## src/rtl/mrf_pkg.sv

```systemverilog
// Shared types, request codes and CRC-16 helper for the Modbus RTU request framer.
package mrf_pkg;

    localparam int FRAME_DATA_MAX = 39;
    localparam int LEN_W          = 6;
    localparam int CMD_W          = 3;

    localparam logic [CMD_W-1:0] CMD_DRIVE_IN   = 3'd0;
    localparam logic [CMD_W-1:0] CMD_LRD_IN     = 3'd1;
    localparam logic [CMD_W-1:0] CMD_READ_STAT  = 3'd2;
    localparam logic [CMD_W-1:0] CMD_LRD_STAT   = 3'd3;
    localparam logic [CMD_W-1:0] CMD_SET_PARAM  = 3'd4;
    localparam logic [CMD_W-1:0] CMD_READ_PARAM = 3'd5;
    localparam logic [CMD_W-1:0] CMD_DIRECT     = 3'd6;
    localparam logic [CMD_W-1:0] CMD_NONE       = 3'd7;

    localparam logic [7:0]  FN_READ_HOLD   = 8'h03;
    localparam logic [7:0]  FN_WRITE_ONE   = 8'h06;
    localparam logic [7:0]  FN_WRITE_MULTI = 8'h10;
    localparam logic [15:0] PARAM_BASE     = 16'd6144;
    localparam logic [15:0] CRC_INIT       = 16'hFFFF;
    localparam logic [15:0] CRC_POLY       = 16'hA001;

    // driver register addresses (low byte, high byte is zero)
    localparam logic [7:0]  REG_DRIVE_IN   = 8'h7D;
    localparam logic [7:0]  REG_LRD_IN     = 8'h1E;
    localparam logic [7:0]  REG_READ_STAT  = 8'h7F;
    localparam logic [7:0]  REG_LRD_STAT   = 8'h20;
    localparam logic [7:0]  REG_DIRECT     = 8'h58;

    typedef struct packed {
        logic load;
        logic shift;
    } mrf_ctl_t;

    typedef struct packed {
        logic init;
        logic update;
    } mrf_crc_ctl_t;

    // one byte through the reflected CRC, bit by bit
    function automatic logic [15:0] crc16_byte(input logic [15:0] crc, input logic [7:0] data);
        logic [15:0] acc;
        acc = crc ^ {8'h00, data};
        for (int b = 0; b < 8; b++) begin
            if (acc[0]) begin
                acc = (acc >> 1) ^ CRC_POLY;
            end else begin
                acc = acc >> 1;
            end
        end
        return acc;
    endfunction

endpackage

```

## src/rtl/modbus_rtu_motor_request_framer_top.sv

```systemverilog
// Top level of the Modbus RTU request framer: control sequencer and output word register.
//
//  channel  dir  handshake          payload
//  -------  ---  -----------------  ------------------------------------------------
//  s_       in   s_valid / s_ready  s_cmd, s_slave_id, s_command_word, s_data_no,
//                                   s_param_offset, s_value, s_drive_mode, s_steps,
//                                   s_speed, s_accel_rate, s_decel_rate, s_drive_current
//  m_       out  m_valid / m_ready  m_frame_byte, m_last_byte
//
// A request is taken only while the sequencer is idle; accepting it loads the byte shift
// register, then one frame word leaves per cycle while the sink does not stall: 8, 13 or
// 41 words. The output register holds a single word.
// Request kind 7 is taken and yields nothing.
// Reset (aresetn low at a clock edge) empties the output register and returns to idle.
// A low m_ready with a word on offer freezes the sequencer; the output word holds until taken.
module modbus_rtu_motor_request_framer_top (
    input  logic                aclk,
    input  logic                aresetn,
    input  logic                s_valid,
    output logic                s_ready,
    input  logic [2:0]          s_cmd,
    input  logic [7:0]          s_slave_id,
    input  logic [15:0]         s_command_word,
    input  logic [7:0]          s_data_no,
    input  logic [5:0]          s_param_offset,
    input  logic signed [31:0]  s_value,
    input  logic signed [31:0]  s_drive_mode,
    input  logic signed [31:0]  s_steps,
    input  logic signed [31:0]  s_speed,
    input  logic signed [31:0]  s_accel_rate,
    input  logic signed [31:0]  s_decel_rate,
    input  logic signed [31:0]  s_drive_current,
    output logic                m_valid,
    input  logic                m_ready,
    output logic [7:0]          m_frame_byte,
    output logic                m_last_byte
);
    import mrf_pkg::*;

    typedef enum logic [3:0] {
        S_IDLE   = 4'b0001,
        S_DATA   = 4'b0010,
        S_CRC_LO = 4'b0100,
        S_CRC_HI = 4'b1000
    } state_t;

    state_t       state_reg;
    state_t       state_next;
    mrf_ctl_t     sh_ctl;
    mrf_crc_ctl_t crc_ctl;
    logic [7:0]   cur_byte;
    logic         last_data;
    logic [15:0]  crc;
    logic         accept;
    logic         can_push;
    logic         push;
    logic [7:0]   push_byte;
    logic         push_last;
    logic         m_valid_reg;
    logic [7:0]   m_frame_byte_reg;
    logic         m_last_byte_reg;

    assign s_ready  = (state_reg == S_IDLE);
    assign accept   = s_valid && s_ready;
    // output slot is free or is being emptied this cycle
    assign can_push = !m_valid_reg || m_ready;

    mrf_byte_shifter u_shifter (
        .aclk          (aclk),
        .aresetn       (aresetn),
        .ctl           (sh_ctl),
        .cmd           (s_cmd),
        .slave_id      (s_slave_id),
        .command_word  (s_command_word),
        .data_no       (s_data_no),
        .param_offset  (s_param_offset),
        .value         (s_value),
        .drive_mode    (s_drive_mode),
        .steps         (s_steps),
        .speed         (s_speed),
        .accel_rate    (s_accel_rate),
        .decel_rate    (s_decel_rate),
        .drive_current (s_drive_current),
        .cur_byte      (cur_byte),
        .last_data     (last_data)
    );

    mrf_crc16 u_crc (
        .aclk    (aclk),
        .aresetn (aresetn),
        .ctl     (crc_ctl),
        .data    (cur_byte),
        .crc     (crc)
    );

    // sequencer: frame body words, then CRC low, then CRC high (marked last)
    always_comb begin
        state_next     = state_reg;
        push           = 1'b0;
        push_byte      = cur_byte;
        push_last      = 1'b0;
        sh_ctl.load    = accept;
        sh_ctl.shift   = 1'b0;
        crc_ctl.init   = accept;
        crc_ctl.update = 1'b0;
        unique case (state_reg)
            S_IDLE: begin
                if (accept && (s_cmd != CMD_NONE)) begin
                    state_next = S_DATA;
                end
            end
            S_DATA: begin
                if (can_push) begin
                    push           = 1'b1;
                    sh_ctl.shift   = 1'b1;
                    crc_ctl.update = 1'b1;
                    if (last_data) begin
                        state_next = S_CRC_LO;
                    end
                end
            end
            S_CRC_LO: begin
                push_byte = crc[7:0];
                if (can_push) begin
                    push       = 1'b1;
                    state_next = S_CRC_HI;
                end
            end
            S_CRC_HI: begin
                push_byte = crc[15:8];
                push_last = 1'b1;
                if (can_push) begin
                    push       = 1'b1;
                    state_next = S_IDLE;
                end
            end
            default: begin
                state_next = S_IDLE;
            end
        endcase
    end

    always_ff @(posedge aclk) begin
        if (!aresetn) begin
            state_reg <= S_IDLE;
        end else begin
            state_reg <= state_next;
        end
    end

    // output word register
    always_ff @(posedge aclk) begin
        if (!aresetn) begin
            m_valid_reg <= 1'b0;
        end else if (push) begin
            m_valid_reg <= 1'b1;
        end else if (m_ready) begin
            m_valid_reg <= 1'b0;
        end
    end

    always_ff @(posedge aclk) begin
        if (push) begin
            m_frame_byte_reg <= push_byte;
            m_last_byte_reg  <= push_last;
        end
    end

    assign m_valid      = m_valid_reg;
    assign m_frame_byte = m_frame_byte_reg;
    assign m_last_byte  = m_last_byte_reg;

    // a real request starts the body
    a_start: assert property (@(posedge aclk) disable iff (!aresetn)
        (accept && (s_cmd != CMD_NONE)) |=> (state_reg == S_DATA))
        else $error("request accepted but frame body not started");

    // the final body word hands over to the CRC words
    a_body_end: assert property (@(posedge aclk) disable iff (!aresetn)
        (state_reg == S_DATA && push && last_data) |=> (state_reg == S_CRC_LO))
        else $error("CRC low word not following the frame body");

    // the CRC high word is presented as the marked last word
    a_last_word: assert property (@(posedge aclk) disable iff (!aresetn)
        (state_reg == S_CRC_HI && push) |=> (m_valid && m_last_byte && state_reg == S_IDLE))
        else $error("closing CRC word not marked last");

    // nothing is pushed while idle
    a_idle_quiet: assert property (@(posedge aclk) disable iff (!aresetn)
        (state_reg == S_IDLE) |-> !push)
        else $error("word pushed while idle");

endmodule

```

## src/rtl/mrf_byte_shifter.sv

```systemverilog
// Frame assembly and byte-wide shift register that releases one frame byte per cycle while shift is raised.
module mrf_byte_shifter (
    input  logic                        aclk,
    input  logic                        aresetn,
    input  mrf_pkg::mrf_ctl_t           ctl,
    input  logic [2:0]                  cmd,
    input  logic [7:0]                  slave_id,
    input  logic [15:0]                 command_word,
    input  logic [7:0]                  data_no,
    input  logic [5:0]                  param_offset,
    input  logic signed [31:0]          value,
    input  logic signed [31:0]          drive_mode,
    input  logic signed [31:0]          steps,
    input  logic signed [31:0]          speed,
    input  logic signed [31:0]          accel_rate,
    input  logic signed [31:0]          decel_rate,
    input  logic signed [31:0]          drive_current,
    output logic [7:0]                  cur_byte,
    output logic                        last_data
);
    import mrf_pkg::*;

    logic [7:0]       frame [FRAME_DATA_MAX];
    logic [7:0]       sr_reg [FRAME_DATA_MAX];
    logic [LEN_W-1:0] len;
    logic [LEN_W-1:0] count_reg;
    logic [15:0]      addr;
    logic [31:0]      dd_words [8];

    assign addr = PARAM_BASE + {2'b00, data_no, param_offset};

    always_comb begin
        dd_words[0] = {24'h000000, data_no};
        dd_words[1] = drive_mode;
        dd_words[2] = steps;
        dd_words[3] = speed;
        dd_words[4] = accel_rate;
        dd_words[5] = decel_rate;
        dd_words[6] = drive_current;
        dd_words[7] = 32'h0000_0001;
    end

    always_comb begin
        for (int i = 0; i < FRAME_DATA_MAX; i++) begin
            frame[i] = 8'h00;
        end
        frame[0] = slave_id;
        len      = '0;
        unique case (cmd) inside
            CMD_DRIVE_IN, CMD_LRD_IN: begin
                frame[1] = FN_WRITE_ONE;
                frame[3] = (cmd == CMD_DRIVE_IN) ? REG_DRIVE_IN : REG_LRD_IN;
                frame[4] = command_word[15:8];
                frame[5] = command_word[7:0];
                len      = LEN_W'(6);
            end
            CMD_READ_STAT, CMD_LRD_STAT: begin
                frame[1] = FN_READ_HOLD;
                frame[3] = (cmd == CMD_READ_STAT) ? REG_READ_STAT : REG_LRD_STAT;
                frame[5] = 8'h01;
                len      = LEN_W'(6);
            end
            CMD_SET_PARAM: begin
                frame[1]  = FN_WRITE_MULTI;
                frame[2]  = addr[15:8];
                frame[3]  = addr[7:0];
                frame[5]  = 8'h02;
                frame[6]  = 8'h04;
                frame[7]  = value[31:24];
                frame[8]  = value[23:16];
                frame[9]  = value[15:8];
                frame[10] = value[7:0];
                len       = LEN_W'(11);
            end
            CMD_READ_PARAM: begin
                frame[1] = FN_READ_HOLD;
                frame[2] = addr[15:8];
                frame[3] = addr[7:0];
                frame[5] = 8'h02;
                len      = LEN_W'(6);
            end
            CMD_DIRECT: begin
                frame[1] = FN_WRITE_MULTI;
                frame[3] = REG_DIRECT;
                frame[5] = 8'h10;
                frame[6] = 8'h20;
                for (int k = 0; k < 8; k++) begin
                    for (int b = 0; b < 4; b++) begin
                        frame[7 + 4*k + b] = dd_words[k][31 - 8*b -: 8];
                    end
                end
                len = LEN_W'(FRAME_DATA_MAX);
            end
            default: begin
                len = '0;
            end
        endcase
    end

    always_ff @(posedge aclk) begin
        if (!aresetn) begin
            count_reg <= '0;
        end else if (ctl.load) begin
            count_reg <= len;
        end else if (ctl.shift) begin
            count_reg <= count_reg - LEN_W'(1);
        end
    end

    always_ff @(posedge aclk) begin
        if (ctl.load) begin
            sr_reg <= frame;
        end else if (ctl.shift) begin
            for (int i = 0; i < FRAME_DATA_MAX - 1; i++) begin
                sr_reg[i] <= sr_reg[i+1];
            end
            sr_reg[FRAME_DATA_MAX-1] <= 8'h00;
        end
    end

    assign cur_byte  = sr_reg[0];
    assign last_data = (count_reg == LEN_W'(1));

endmodule

```

## src/rtl/mrf_crc16.sv

```systemverilog
// Running Modbus CRC-16, one byte folded in per cycle while update is raised.
module mrf_crc16 (
    input  logic                    aclk,
    input  logic                    aresetn,
    input  mrf_pkg::mrf_crc_ctl_t   ctl,
    input  logic [7:0]              data,
    output logic [15:0]             crc
);
    import mrf_pkg::*;

    logic [15:0] crc_reg;
    logic [15:0] crc_next;

    always_comb begin
        crc_next = crc_reg;
        if (ctl.init) begin
            crc_next = CRC_INIT;
        end else if (ctl.update) begin
            crc_next = crc16_byte(crc_reg, data);
        end
    end

    always_ff @(posedge aclk) begin
        if (!aresetn) begin
            crc_reg <= CRC_INIT;
        end else begin
            crc_reg <= crc_next;
        end
    end

    assign crc = crc_reg;

endmodule

```

## config.mk

```make
export PLATFORM = sky130hd
export DESIGN_NAME = modbus_rtu_motor_request_framer_top
export DESIGN_NICKNAME = d
export VERILOG_FILES = /design/src/rtl/mrf_pkg.sv /design/src/rtl/modbus_rtu_motor_request_framer_top.sv /design/src/rtl/mrf_byte_shifter.sv /design/src/rtl/mrf_crc16.sv
export SDC_FILE = /design/constraint.sdc
export NUM_CORES = 1
export LEC_CHECK = 0
export BUFFER_PORTS_ARGS = -buffer_cell sky130_fd_sc_hd__buf_2
export CORE_UTILIZATION = 55
export CTS_CLUSTER_DIAMETER = 60
export DETAILED_ROUTE_END_ITERATION = 8
export PLACE_DENSITY = 0.8
export SLEW_MARGIN = 40
export SYNTH_ARGS = -nofsm -noshare
export SYNTH_HDL_FRONTEND = slang
export SYNTH_SLANG_ARGS = --single-unit
```

## constraint.sdc

```tcl
create_clock -name aclk -period 9.8 [get_ports aclk]
set_clock_uncertainty 0.1 [all_clocks]
set_input_delay 0.98 -clock aclk [delete_from_list [all_inputs] [get_ports aclk]]
set_output_delay 0.98 -clock aclk [all_outputs]
set_load 0.1 [all_outputs]
```

## Yosys cells after proc, flatten, opt, wreduce, memory -nomap -nowiden

Cells that the tools add are included.

| word-level totals | value |
|---|---|
| output and inout port bits | 11 |
| register bits | 348 |
| bits of input ports | 269 |
| logic and storage cells | 139 |

| operators by class | value |
|---|---|
| add/sub/neg operators | 2 |
| muxes and demuxes | 49 |
| equal/unequal tests | 17 |
| bitwise logic cells | 10 |
| reduce and logical (&&, ||, !) cells | 16 |

Operators with widths:

| cell | count |
|---|---|
| 312-bit 2-to-1 mux | 2 |
| 16-bit 2-to-1 mux | 22 |
| 224-bit 2-to-1 mux | 1 |
| 38-bit one-hot mux with 2 select lines | 1 |
| 8-bit one-hot mux with 4 select lines | 2 |
| 2-bit NOT with 3-bit output | 8 |
| 4-bit 2-to-1 mux | 5 |
| 6-bit one-hot mux with 3 select lines | 1 |
| 8-bit 2-to-1 mux | 2 |
| 4-bit one-hot mux with 4 select lines | 1 |
| 8-bit one-hot mux with 2 select lines | 1 |
| 16-bit by 8-bit bitwise XOR with 16-bit output | 1 |
| 13-bit by 14-bit adder with 15-bit output, first input constant | 1 |
| 5-bit one-hot mux with 3 select lines | 1 |
| 7-bit 2-to-1 mux | 2 |
| 6-bit 2-to-1 mux | 2 |
| 2-bit OR reduction | 5 |
| 3-bit equality test, second input constant | 3 |
| 2-bit != test, second input constant | 4 |
| 3-bit by 2-bit equality test with 1-bit output, second input constant | 2 |
| 6-bit by 1-bit equality test with 1-bit output, second input constant | 1 |
| 1-bit 2-to-1 mux | 6 |
| 3-bit OR reduction | 2 |
| 6-bit by 1-bit subtractor with 6-bit output, second input constant | 1 |
| 15 further kinds | 17 |

## Logic depth before layout (Yosys ltp)

Gate-level depths: netlist of run 1.

| logic depth | value |
|---|---|
| depth after elaboration | 32 |
| depth in mapped cells | 8 |

## Cells and area by module

From an unflattened synthesis of run 1, not the netlist that was laid out.

| unflattened totals | value |
|---|---|
| cells, all modules | 1114 |
| area total of the unflattened synthesis | 14320.0 sq um |

By module, submodules not included:

| module | seq. area each (sq um) | cells an instance | instances | area an instance (sq um) |
|---|---|---|---|---|
| mrf_byte_shifter | 8648.3 | 950 | 1 | 12759.7 |
| modbus_rtu_motor_request_framer_top | 370.4 | 77 | 1 | 785.8 |
| mrf_crc16 | 320.3 | 87 | 1 | 774.5 |

## Worst setup path after synthesis of run 1

Ideal clock, no wire load.

| timing | value |
|---|---|
| path type | reg2reg |
| start point | register state_reg[2] |
| end point | register u_shifter.count_reg[3] |
| clock period less this slack | 9.350 ns |
| arrival time | 9.159 ns |
| stages on the path, launching flop included | 8 |
| setup slack | 0.450 ns |
| path buffers | 2 |
| path through | dfxtp_1 -> buf_2 -> nor4b_4 -> nand2_1 -> clkbuf_1 -> nand2_1 -> o21ai_0 -> a21oi_1 |

| on the way | value |
|---|---|
| word-level cells in the longest chain between the ends | 3 |
| elaborated cells between the ends (all ways) | 6 |
| those cells by class | 2 x eq/ne; 2 x mux; 2 x reduce/logical |

Ends and longest elaborated chain:

| item | RTL line | RTL |
|---|---|---|
| from (decl) | modbus_rtu_motor_request_framer_top.sv:47 | `state_t state_reg;` |
| from (signal assigned) | modbus_rtu_motor_request_framer_top.sv:147 | `state_reg <= state_next;` |
| 4-bit by 1-bit equality test with 1-bit output * | modbus_rtu_motor_request_framer_top.sv:63 | `assign s_ready = (state_reg == S_IDLE);` |
| via s_ready | modbus_rtu_motor_request_framer_top.sv:20 | `output logic s_ready,` |
| 1-bit logical AND * | modbus_rtu_motor_request_framer_top.sv:64 | `assign accept = s_valid && s_ready;` |
| 6-bit 2-to-1 mux / 2-bit nonzero test (equally long branches) | -- |  |
| to (signal assigned) | mrf_byte_shifter.sv:104 | `count_reg <= len;` |
| to (signal assigned) | mrf_byte_shifter.sv:106 | `count_reg <= count_reg - LEN_W'(1);` |
| to (decl) | mrf_byte_shifter.sv:26 | `logic [LEN_W-1:0] count_reg;` |

The timed path passes the listed nets; every way through them passes the cells marked *.
A chain may end at the register's enable or synchronous reset.

## Final worst setup path of run 1

| timing | value |
|---|---|
| start point | register state_reg[1] |
| end point | register u_shifter.sr_reg[113] in the netlist's numbering, enable pin |

| on the way | value |
|---|---|
| word-level cells in the longest chain between the ends | 3 |
| elaborated cells between the ends (all ways) | 5 |
| those cells by class | 2 x eq/ne; 1 x mux; 2 x reduce/logical |

Ends and longest elaborated chain:

| item | RTL line | RTL |
|---|---|---|
| 4-bit by 2-bit equality test with 1-bit output / 4-bit by 1-bit equality test with 1-bit output (equally long branches) | modbus_rtu_motor_request_framer_top.sv:106, modbus_rtu_motor_request_framer_top.sv:63 |  |
| 1-bit 2-to-1 mux / 1-bit logical AND (equally long branches) | modbus_rtu_motor_request_framer_top.sv:106, modbus_rtu_motor_request_framer_top.sv:64 |  |
| 2-bit nonzero test (no source line) * | -- |  |
| to (signal assigned) | mrf_byte_shifter.sv:112 | `sr_reg <= frame;` |
| to (signal, indexed assignment) | mrf_byte_shifter.sv:115 | `sr_reg[i] <= sr_reg[i+1];` |
| to (decl) | mrf_byte_shifter.sv:24 | `logic [7:0] sr_reg [FRAME_DATA_MAX];` |

Mark *: on every way between the ends. The rest lies on a longest branch, timed or not.

==> results.yml, run 1 <==
flow_run:
  cap_violations: 0
clock_tree:
  clock-sinks: 320
  ctsHoldBuffers: 0
  clkTransAtPathRegs_ns: 0.06
  clk_latency_ns: 0.50
  cts_tree: "done"
  cts_htree_levels: 2
  clockBufferDepth: 3
  cts_setup_buffers: 0
  cts_buffers: 35
  clockRootBuffer: "clkbuf_16"
  cts-resized-gates: 0
timing:
  hold_violations: 0
  max_freq_ghz: 0.286
  tns_ns: 0
  worst_pin_slew_ns: 0.824
  final.min_clock_period_ns: 3.50
  rsz0062_at_grt: "no"
  max-slew-margin-rel_pct: 45.1
  setup_viol: 0
  fin_ws_ns: 6.30
  fin_crit_sh_pct: 35.7
  drv_slew: 0
placed_design:
  dp_hpwl_um: 21500
  io_buffers: 279
  gp_congestion: 0.850
  placed_cell_area_um2: 15800
  post-place-ws_ns: 5.35
worst_setup_path:
  r2r_cells: 4
  worst_setup_path_start_kind: "flip-flop"
  worst_ep_arrival_time_ns: 3.52
  critical_path.max_stage_delay_ns: 0.64
  timing.rr.end: "u_shifter.sr_reg[113]"
  crit_chain: "nor4b_1, nand2_2, nand2_8, buf_6"
  cp.required_ns: 9.83
  critPathMaxFanout: 88
  crit_path_end_kind: "flip-flop"
  reg2reg_from: "state_reg[1]"
  rrSetupSlack_ns: 6.30
  worstSetupEndpoint: "u_shifter.sr_reg[113]"
  cp_slowest_cell: "nand2_8"
  crit_type: "flip-flop to flip-flop"
  crit_start: "state_reg[1]"
power_and_ir_drop:
  clockPowerShare_pct: 34.0
  p_int_mw: 2.80
  p_per_area_nw_per_um2: 224
  peakVddDrop_uv: 150
  combPwrFrac_pct: 16.3
  leakage_nw: 7.36
  power.share.switching_pct: 26.3
  p_sw_mw: 0.996
  seqPwrFrac_pct: 49.6
layout:
  fin_area_um2: 16900
  drive_gt1_share_pct: 22.7
  syn2layout_area_growth_pct: 19.7
  largest_reg_flops: 276
  fin_nets: 1813
grt:
  grt_pass1_wl_um: 51700
  antenna_found_initial: 7
  gr-total-overflow: 0
  grt_max_degree: 119
  grt_pass1_vias: 10200
  grt_usage_pct: 25.2
synthesis:
  synth.distinct_cells: 45
  synth_fp_nets: 1578
  synth_warnings: 0
  synthArstFlopShare_pct: 0
  ys_seq_area_share_pct: 66.0
  syn_avg_cell_area_um2: 10.8
  synth_edf_count: 293
  synthFlopType: "edfxtp_1"
  synth_top_area_share_pct: 62.2
  yosys-top-cells-area: "edfxtp_1, nand2_1, nand3_1, dfxtp_1, a22o_1"
  yosysMostFrequentCell: "nand2_1"
  synth_area_um2: 14100
  synth_largest_area_cell: "edfxtp_1"
  synth_cells: 1306
  ys_ff_latch: 320
  yosys-top-cells-count: "nand2_1, edfxtp_1, nand3_1, clkbuf_1, a22o_1"
run_status:
  run_status: "finished, final reports clean"
detailed_routing:
  drt-wirelength-per-cell_um: 17.4
  dr.pass1.iters: 5
  viasPerCell: 5.58
  ant_nets: 0
  wl_um: 33100
  first_iter_violations: 1123
  drc_errors: 0
  via_count: 10600
floorplan:
  core_area_um2: 25200
  fp.dieH_um: 162
  initial_core_util_pct: 56.2
  die-area_um2: 26400
  die_x_um: 162
  ioPinCount: 280
  floorplan.rows: 58
hold_path:
  holdCritPathClass: "flip-flop to flip-flop"
  min_path_cells: 2
==> cell families after synthesis <==
kind of cell / synth area share, %
AND/OR/NAND/NOR: 22.2
flip-flops: 66.0
AO/OA/AOI/OAI: 5.71
buffers and inverters: 2.94
XOR/XNOR: 2.14
multiplexers: 0.708
adder cells (fa/ha/maj): 0.265
==> per-layer routing <==
layer | global-route usage [%] | wire length [um] | vias up
met2 | 41.6 | 16200 | 453
met1 | 32.3 | 13100 | 5020
li1 | - | - | 5063
met3 | 5.68 | 2750 | 74
met5 | 0 | 22 | -
met4 | 9.73 | 999 | 4
==> cells in the final DEF, fill, tap and decap left out, types with 6 or more instances in the layout <==
master / count
dfxtp_1: 27
buf_2: 279
diode_2: 6
clkinv_1: 10
nand2_1: 468
a22oi_1: 8
a21oi_1: 10
and3_1: 7
xor2_1: 6
a22o_1: 37
o21ai_0: 15
inv_1: 8
nor2_1: 18
and2_1: 14
mux2i_1: 10
clkbuf_16: 37
o31ai_1: 13
nand3_1: 198
xnor2_1: 17
o211ai_1: 10
edfxtp_1: 293
==> metrics by stage <==
step / utilization, % / hold WS (ns) / power [mW] / instances
2_1_floorplan: - / 0.358 / 2.37 / 1306
3_3_place_gp: 62.2 / 0.368 / 2.50 / 1831
3_5_place_dp: 62.6 / 0.382 / 2.53 / 1833
4_1_cts: 67.0 / 0.391 / 3.81 / 1895
5_1_grt: 67.2 / 0.418 / 3.95 / 1898
6_report: 67.2 / 0.388 / 3.79 / 1902
==> critical path, delay by kind of cell (launching register included) <==
| family | cells | cell delay, ns |
|---|---|---|
| simple gates | 3 | 1.69 |
| buf+inv | 1 | 0.63 |
| flops | 1 | 0.55 |
==> layout make-up <==
class	instances	area [um^2]
Tap cell	330	413
Inverter	9	33.8
Antenna cell	6	15.0
Fill cell	1880	8250
Multi-Input combinational cell	883	4460
Clock buffer	43	958
Timing Repair Buffer	292	1550
Clock inverter	19	165
Sequential cell	320	9340
==> how the worst min path moves through the flow <==
stage | startpoint | to | slack, ns
global route | u_shifter.sr_reg[165] | u_shifter.sr_reg[173] | 0.42
floorplan | u_shifter.count_reg[3] | u_shifter.count_reg[3] | 0.36
global placement | u_shifter.count_reg[3] | u_shifter.count_reg[3] | 0.37
CTS | u_crc.crc[10] | u_crc.crc[2] | 0.39
finish | u_crc.crc[12] | u_crc.crc[4] | 0.39
detailed placement | u_crc.crc[10] | u_crc.crc[2] | 0.38
==> power by group through the flow <==
stage / Combinational (mW) / Sequential (mW) / Clock [mW]
4_1_cts: 0.622 / 1.88 / 1.31
6_report: 0.620 / 1.88 / 1.29
3_5_place_dp: 0.617 / 1.91 / 0
5_1_grt: 0.691 / 1.90 / 1.36
2_1_floorplan: 0.425 / 1.95 / 0
3_3_place_gp: 0.595 / 1.90 / 0
Power figures use the tool's default switching activity.
==> inputs of run 2 (changes only) <==
--- a/config.mk
+++ b/config.mk
@@ -6,10 +6,10 @@
 export NUM_CORES = 1
 export LEC_CHECK = 0
 export BUFFER_PORTS_ARGS = -buffer_cell sky130_fd_sc_hd__buf_2
-export CORE_UTILIZATION = 55
+export CORE_UTILIZATION = 50
 export CTS_CLUSTER_DIAMETER = 60
 export DETAILED_ROUTE_END_ITERATION = 8
-export PLACE_DENSITY = 0.8
+export PLACE_DENSITY = 0.76
 export SLEW_MARGIN = 40
 export SYNTH_ARGS = -nofsm -noshare
 export SYNTH_HDL_FRONTEND = slang
==> constraint.sdc (replaced) <==
create_clock -name aclk -period 3.2 [get_ports aclk]
set_clock_uncertainty 0.1 [all_clocks]
set_input_delay 0.32 -clock aclk [delete_from_list [all_inputs] [get_ports aclk]]
set_output_delay 0.32 -clock aclk [all_outputs]
set_load 0.1 [all_outputs]
==> run 2 against run 1 <==
- combinational power grew to 3.4 times the previous value
- highest routed layer unchanged
- sequential cell count stayed put
- design area is 10% higher
- sequential power grew to 3.1 times the previous value
- sequential share of layout area is 5.2 points lower
- total power grew to 3.1 times the previous value
- core utilization is 0.089 points higher
==> results.yml, run 2 (synthesis results as in run 1) <==
run_status:
  run_status: "finished, final reports clean"
worst_setup_path:
  path_buf_inv: 1
  critical_path.max_stage_delay_ns: 0.63
  worst_ep_arrival_time_ns: 2.94
  crit_chain: "nor4b_4, nand2_8, nor3_4, buf_6, a22o_1"
  crit_path_end_kind: "flip-flop"
  reg2reg_from: "state_reg[3]"
  cp.required_ns: 3.47
  crit_type: "flip-flop to flip-flop"
  critPathMaxFanout: 82
  cp_slowest_cell: "nor3_4"
  crit_family: "simple AND/OR/NAND/NOR gates"
  worst_setup_path_start_kind: "flip-flop"
  crit_start: "state_reg[3]"
floorplan:
  floorplan.rows: 61
  ioPinCount: 280
  die-area_um2: 29000
  fp.dieH_um: 170
  core_area_um2: 27800
  die_x_um: 170
  initial_core_util_pct: 50.9
timing:
  worst_pin_slew_ns: 0.800
  fin_hold_ws_ns: 0.00160
  setup_viol: 0
  max_freq_ghz: 0.375
  final.min_clock_period_ns: 2.66
  hold_violations: 0
  drv_slew: 0
  fin_crit_sh_pct: 83.3
  rsz0062_at_grt: "no"
  max-slew-margin-rel_pct: 46.6
layout:
  syn2layout_area_growth_pct: 32.3
  utilization_pct: 67.3
  final_cell_mix: "nand2_1, edfxtp_1, buf_2"
  multi_input_area_um2: 4440
  fill_cells: 1998
  final_common_cell: "nand2_1"
  drive_gt1_share_pct: 21.1
  largest_reg_flops: 276
  seq_area_um2: 9340
  fin_nets: 1985
grt:
  gr-total-overflow: 0
  use_met2_pct: 43.9
  grt_usage_pct: 25.7
  antenna_found_initial: 6
  grt_max_degree: 113
  top_usage_layer: "met2"
  use_met3_pct: 4.91
  use_met1_pct: 31.9
  grt_pass1_vias: 11200
  grt_pass1_wl_um: 57300
hold_path:
  holdCritPathClass: "input port to flip-flop"
  hold_start: "s_steps[19]"
power_and_ir_drop:
  p_per_area_nw_per_um2: 637
  leakage_nw: 8.11
  power.total_mw: 11.9
  peakVddDrop_uv: 400
detailed_routing:
  drc_errors: 0
  dr.pass1.iters: 6
  first_iter_violations: 1097
  via_count: 11500
  wl_um: 37400
  viasPerCell: 5.42
  ant_nets: 0
  drt-wirelength-per-cell_um: 17.6
clock_tree:
  cts_buffers: 36
  cts_tree: "done"
  clock-sinks: 320
  clockBufferDepth: 3
  cts_setup_buffers: 0
  clockRootBuffer: "clkbuf_16"
  cts_htree_levels: 2
  clk_latency_ns: 0.52
  clkTransAtPathRegs_ns: 0.06
placed_design:
  dp_hpwl_um: 22200
  gp_congestion: 0.857
  io_buffers: 279
flow_run:
  cap_violations: 0
run 2: changes by cell type in the layout (fill, tap and decap cells not counted), sizes merged:
cell	delta
buf	+15
bufinv	-2
clkbuf	+5
clkinv	-5
clkinvlp	-1
diode	-2
dlygate4sd3	+157
inv	+3
run 2: final cells by class:
cell class,count,share of cell area [%]
Sequential cell,320,49.9
Multi-Input combinational cell,883,23.8
Timing Repair Buffer,463,17.5
Clock buffer,49,5.47
Inverter,9,0.181
Antenna cell,4,0.0535
Clock inverter,14,0.569
Tap cell,378,2.53
run 2: layer usage:
metal	vias up	share of wire, %
li1	5413	-
met4	6	3.2
met5	-	0.070
met2	581	50
met1	5387	39
met3	103	8.0
run 2: power by group:
| part | leakage (nW) | switching [mW] | internal [mW] |
|---|---|---|---|
| logic | 4.48 | 1.31 | 0.824 |
| registers | 3.08 | 0.246 | 5.53 |
| clock network | 0.555 | 1.67 | 2.33 |
run 2: repair_timing:
item	in CTS	in global routing
hold buffers	156	1
gates resized for setup	0	0
endpoints found under the hold margin	156	1
run 2: final timing paths:
kind                                end  slack [ns]  cells after the start
setup / recovery  u_shifter.sr_reg[235]        0.54                      5
hold / removal    u_shifter.sr_reg[179]       0.002                      3
setup reg to reg  u_shifter.sr_reg[235]        0.54                      5
hold reg to reg            u_crc.crc[4]        0.39                      2
run 2: worst register-to-register path: cells and delay by family (launching register included):
kind,cells,cell delay [ns]
buffers and inverters,1,0.24
and+or+nand+nor,3,1.64
AOI/OAI and AO/OA,1,0.16
DFF,1,0.40
run 2: through the flow:
stage	cell area (um^2)	TNS, ns	std cells	setup slack (ns)
finish	18700	0	2120	0.536
CTS	18700	0	2115	0.544
global route	18700	0	2118	0.320
floorplan	14200	-161.43	1306	-0.619
detailed placement	16000	0	1896	0.546
global placement	16000	0	1895	0.396
